File: config.mk
export PLATFORM = sky130hd
export DESIGN_NAME = lbip_ram
export DESIGN_NICKNAME = d
export VERILOG_FILES = /design/src/rtl/lbip_ram.sv
export SDC_FILE = /design/constraint.sdc
export NUM_CORES = 1
export LEC_CHECK = 0
export BUFFER_PORTS_ARGS = -buffer_cell sky130_fd_sc_hd__buf_2
export CAP_MARGIN = 15
export CORE_ASPECT_RATIO = 1.4
export CORE_MARGIN = 2
export CORE_UTILIZATION = 63
export DETAILED_ROUTE_END_ITERATION = 12
export PLACE_DENSITY = 0.76
export SETUP_SLACK_MARGIN = 0.15
export SLEW_MARGIN = 5
export SYNTH_ARGS = -nofsm -noshare
export SYNTH_HDL_FRONTEND = slang
export SYNTH_SLANG_ARGS = --single-unit
File: constraint.sdc
create_clock -name clk_i -period 3.9 [get_ports clk_i]
set_input_delay 0.39 -clock clk_i [delete_from_list [all_inputs] [get_ports clk_i]]
set_output_delay 0.39 -clock clk_i [all_outputs]
set_load 0.1 [all_outputs]
File: src/rtl/lbip_ram.sv
module lbip_ram #(
  parameter int unsigned WIDTH = 8,
  parameter int unsigned DEPTH = 64
) (
  input  logic                     clk_i,
  input  logic                     we_i,
  input  logic [$clog2(DEPTH)-1:0] waddr_i,
  input  logic [WIDTH-1:0]         wdata_i,
  input  logic [$clog2(DEPTH)-1:0] raddr_i,
  output logic [WIDTH-1:0]         rdata_o
);

  logic [WIDTH-1:0] mem_q [DEPTH];
  logic [WIDTH-1:0] rdata_q;

  always_ff @(posedge clk_i) begin
    if (we_i) begin
      mem_q[waddr_i] <= wdata_i;
    end
    rdata_q <= mem_q[raddr_i];
  end

  assign rdata_o = rdata_q;

endmodule
# == Word level (Yosys, flattened, before mapping) ==
# Memory sizes are Yosys's and may differ from the RTL's. A register that Yosys moved wholly into a read port is not among the register bits.
# Index checks and enable logic that the tools add are counted.
# op_classes
n_addsub,0
mul,0
n_div,0
n_lt_le_gt_ge,0
n_eq_ne,0
n_shift,0
muxes,2
n_bitwise,0
n_reduce_logical,0
# ops
cell,n
1-bit two-way mux,2
# word_totals
ff_bits,0
latchBits,0
mem_bits_rw,512
romBits,0
inputBits,22
out_inout_bits,8
elab_cells,3
memories,1
# mem_list
memory,depth,word_bits,rd,rd_ports_with_merged_regs,wr,line_no,rtl
mem_q,64,8,1,1,1,13,logic [WIDTH-1:0] mem_q [DEPTH];

# == Logic depth before layout (Yosys ltp) ==
# logic_depth
word_depth,2
depth_mapped,9
ltp_nobuf,5

# == Worst setup path before layout ==
# OpenSTA, ideal clock, no wires.
# synth_timing
kind,input to register
start,input port raddr_i[1]
end,"register rdata_q[3] (netlist: rdata_o[3]), read port of mem_q"
setup_time_ps,128
arrival_ps,1930
required_time_ps,3772
slack_ps,1842
stages,7
path_buffers,3
cell_sequence,buf_4 > buf_2 > buf_2 > mux4_2 > mux4_2 > o21ai_1 > o41ai_1
# synth_lines
element,line_no,rtl
from (decl),9,"input logic [$clog2(DEPTH)-1:0] raddr_i,"
to (decl),14,logic [WIDTH-1:0] rdata_q;

==> results by group <==
Synthesis
  • Yosys cell types: 40
  • Leading register cell type out of synthesis: edfxtp_1
  • Register area share after synthesis: 77.0%
  • Syn Nets: 962
  • Async S/R FF share, synth: 0%
  • Yosys reg bits: 520
  • Post-synth EDFFs: 512
  • Post-synthesis cell count: 940
  • Count leader, synth: edfxtp_1
  • Post-Syn Area: 20200 um^2
  • Synth cell count leaders: edfxtp_1 (512), mux4_2 (126), nor2_1 (83)
  • Area leader, netlist: edfxtp_1
  • Top cells by area in the synthesized netlist: edfxtp_1 (76%), mux4_2 (14%), nor2_1 (1.5%)
  • Syn Area/Cell: 21.5 um^2
  • Share of the synthesized area in the top cell type: 76.2%
  • Ys Warns: 0

Worst setup path
  • R2R Path End: rdata_o[4]
  • CP max FO: 69
  • Worst Setup Start Kind: input pin
  • Critical path class: input pin to flip-flop
  • Origin of the worst setup path: raddr_i[0]
  • Depth of the worst register-to-register path: 5
  • Critical Path AT: 2.98 ns
  • CP required: 4.33 ns
  • Reg2reg start: mem_q[29][4]
  • Crit end category: flip-flop
  • R2R Setup Slk: 1.82 ns

Detailed routing
  • Vias: 9591
  • DRC marker count from the first detailed-route iteration: 1117
  • Total Wirelength: 43.1 mm
  • Post-route DRC: 0
  • First-pass DRT Iterations: 5
  • Post-DRT Antenna Nets: 0
  • WL/cell: 30.3 um
  • Via density: 6.75

Floorplanning
  • DIE AREA: 33500 um^2
  • Die Y: 216 um
  • Row cnt: 77
  • Chip width: 155 um
  • I/O Pins: 30
  • Starting Density: 63.8%
  • Core area: 31600 um^2

CTS
  • CTS root buffer: clkbuf_16
  • CTS Buf Count: 46
  • Clock tree sinks: 520
  • CTS Hold Bufs: 0
  • Setup repair bufs after CTS: 0
  • Clk_lat worst skew: 0.57 ns
  • Post-CTS Resized: 0
  • CTS tree: yes
  • Max H-tree Level: 2
  • Max Root-Sink Buffers: 3
  • Clock-pin slew on the worst setup and hold paths: 0.06 ns

Job
  • Max cap viols: 0

Timing
  • Hold Vio Cnt, Final: 0
  • Fmax: 393 MHz
  • Setup ws final: 1.35 ns
  • Worst slew margin: 20.4%
  • Max-slew violations: 0
  • Worst-Margin Slew: 1.19 ns
  • RSZ-0062 raised after global routing: no
  • Total negative slack: 0 ns
  • Final period utilization: 65.3%
  • Setup-failing EPs final: 0
  • Fin Clk Skew: 0.0212 ns
  • Post-route minimum period: 2.55 ns
  • WHS: 0.261 ns

Placement
  • Gp weighted congestion: 0.850
  • Placed cells: 1330
  • Setup WS pre-CTS: 0.832 ns
  • Detailed Place HPWL: 25.7 mm
  • Port bufs: 29

GRT
  • GRT Overall Usage: 26.9%
  • Vias in the first global route: 9901
  • GRT overflow: 0
  • Largest net degree at the start of global routing: 70
  • Initial antenna violation count: 2
  • First-pass GRT wire length: 64.6 mm

Pwr
  • Pwr dens: 523 nW/um^2
  • Pwr Total: 11.7 mW
  • VDD IR-drop max: 0.442 mV
  • Leak pwr: 7.01 nW

Worst hold path
  • Hold endpoint: mem_q[46][1]
  • Hold path start: wdata_i[1]
  • Hold path cells: 1
  • Worst Hold Class: input pin to flip-flop

Finish
  • Syn-to-layout area delta: 11.1%
  • Fin cells: 1421
  • Nets: 1010
  • ANT cells: 0
  • Share of cells above drive strength 1: 25.7%

Run status
  • Outcome: finished clean
==> worst max-delay path, cell delays in order <==
cell	delay [ns]
clkbuf_8	0.61
buf_4	0.42
buf_4	0.34
mux2i_1	0.30
a22oi_1	0.14
a221oi_1	0.53
o2bb2ai_1	0.17
==> cell usage in the layout, fill, tap and decap left out, types with 5 or more instances in the layout <==
cell and instances:
edfxtp_1 512, mux4_2 126, nor2_1 83, clkbuf_16 49, buf_2 26, mux2i_1 23
nand2_1 19, buf_4 17, nor2b_1 14, mux2_2 13, nand3_1 13, o221ai_1 8
o22ai_1 8, bufinv_16 8, dfxtp_1 8, nand2b_1 7, nor3_1 7, clkinv_2 7
clkinv_1 7, clkbuf_1 7, buf_12 7, a221oi_1 6, clkbuf_8 5
==> power by group <==
| part | switching (mW) | leakage, nW | internal [mW] | total (mW) |
|---|---|---|---|---|
| clock | 1.96 | 0.801 | 2.90 | 4.86 |
| combinational | 0.426 | 1.54 | 0.219 | 0.645 |
| sequential | 0.0213 | 4.67 | 6.18 | 6.20 |
| total | 2.41 | 7.01 | 9.30 | 11.7 |
==> per-layer routing <==
| layer | global-route usage (%) | part of all wire (%) | vias up |
|---|---|---|---|
| met3 | 4.64 | 7.1 | 96 |
| li1 | - | - | 4017 |
| met4 | 9.48 | 3.6 | 4 |
| met5 | 0 | 0.063 | - |
| met1 | 35.2 | 36 | 5020 |
| met2 | 46.2 | 53 | 454 |
==> state kept, by name, indices dropped and copies added, names as in the netlist <==
name	cells
mem_q	512
rdata_o	8
==> cell families after synthesis <==
kind of cell           share of synthesized area [%]
AO/OA/AOI/OAI                                   2.07
buffers and inverters                           1.57
flip-flops                                      77.0
multiplexers                                    15.9
AND/OR/NAND/NOR                                 3.39
==> stage by stage <==
step           util (%)  instance area, um^2
2_1_floorplan         -                20200
3_3_place_gp       65.4                20700
3_5_place_dp       65.4                20700
4_1_cts            70.6                22300
5_1_grt            70.9                22400
6_report           70.9                22400
==> how the worst max path moves through the flow <==
stage                 endpoint  slack (ns)  cells past startpoint
CTS                 rdata_o[2]        1.34                      7
finish              rdata_o[1]        1.35                      7
floorplan           rdata_o[3]        1.84                      7
global route        rdata_o[2]        1.19                      7
global placement    rdata_o[2]        0.79                      7
detailed placement  rdata_o[6]        0.83                      6
==> layout make-up <==
cell class	instances	area, um^2
sequential	520	15500
fill	1849	9200
multi-input combinational	369	4320
clock buffer	60	1310
tap	395	494
timing repair buffer	51	412
clock inverter	26	334
No activity file was read; power rests on OpenSTA's default activity.
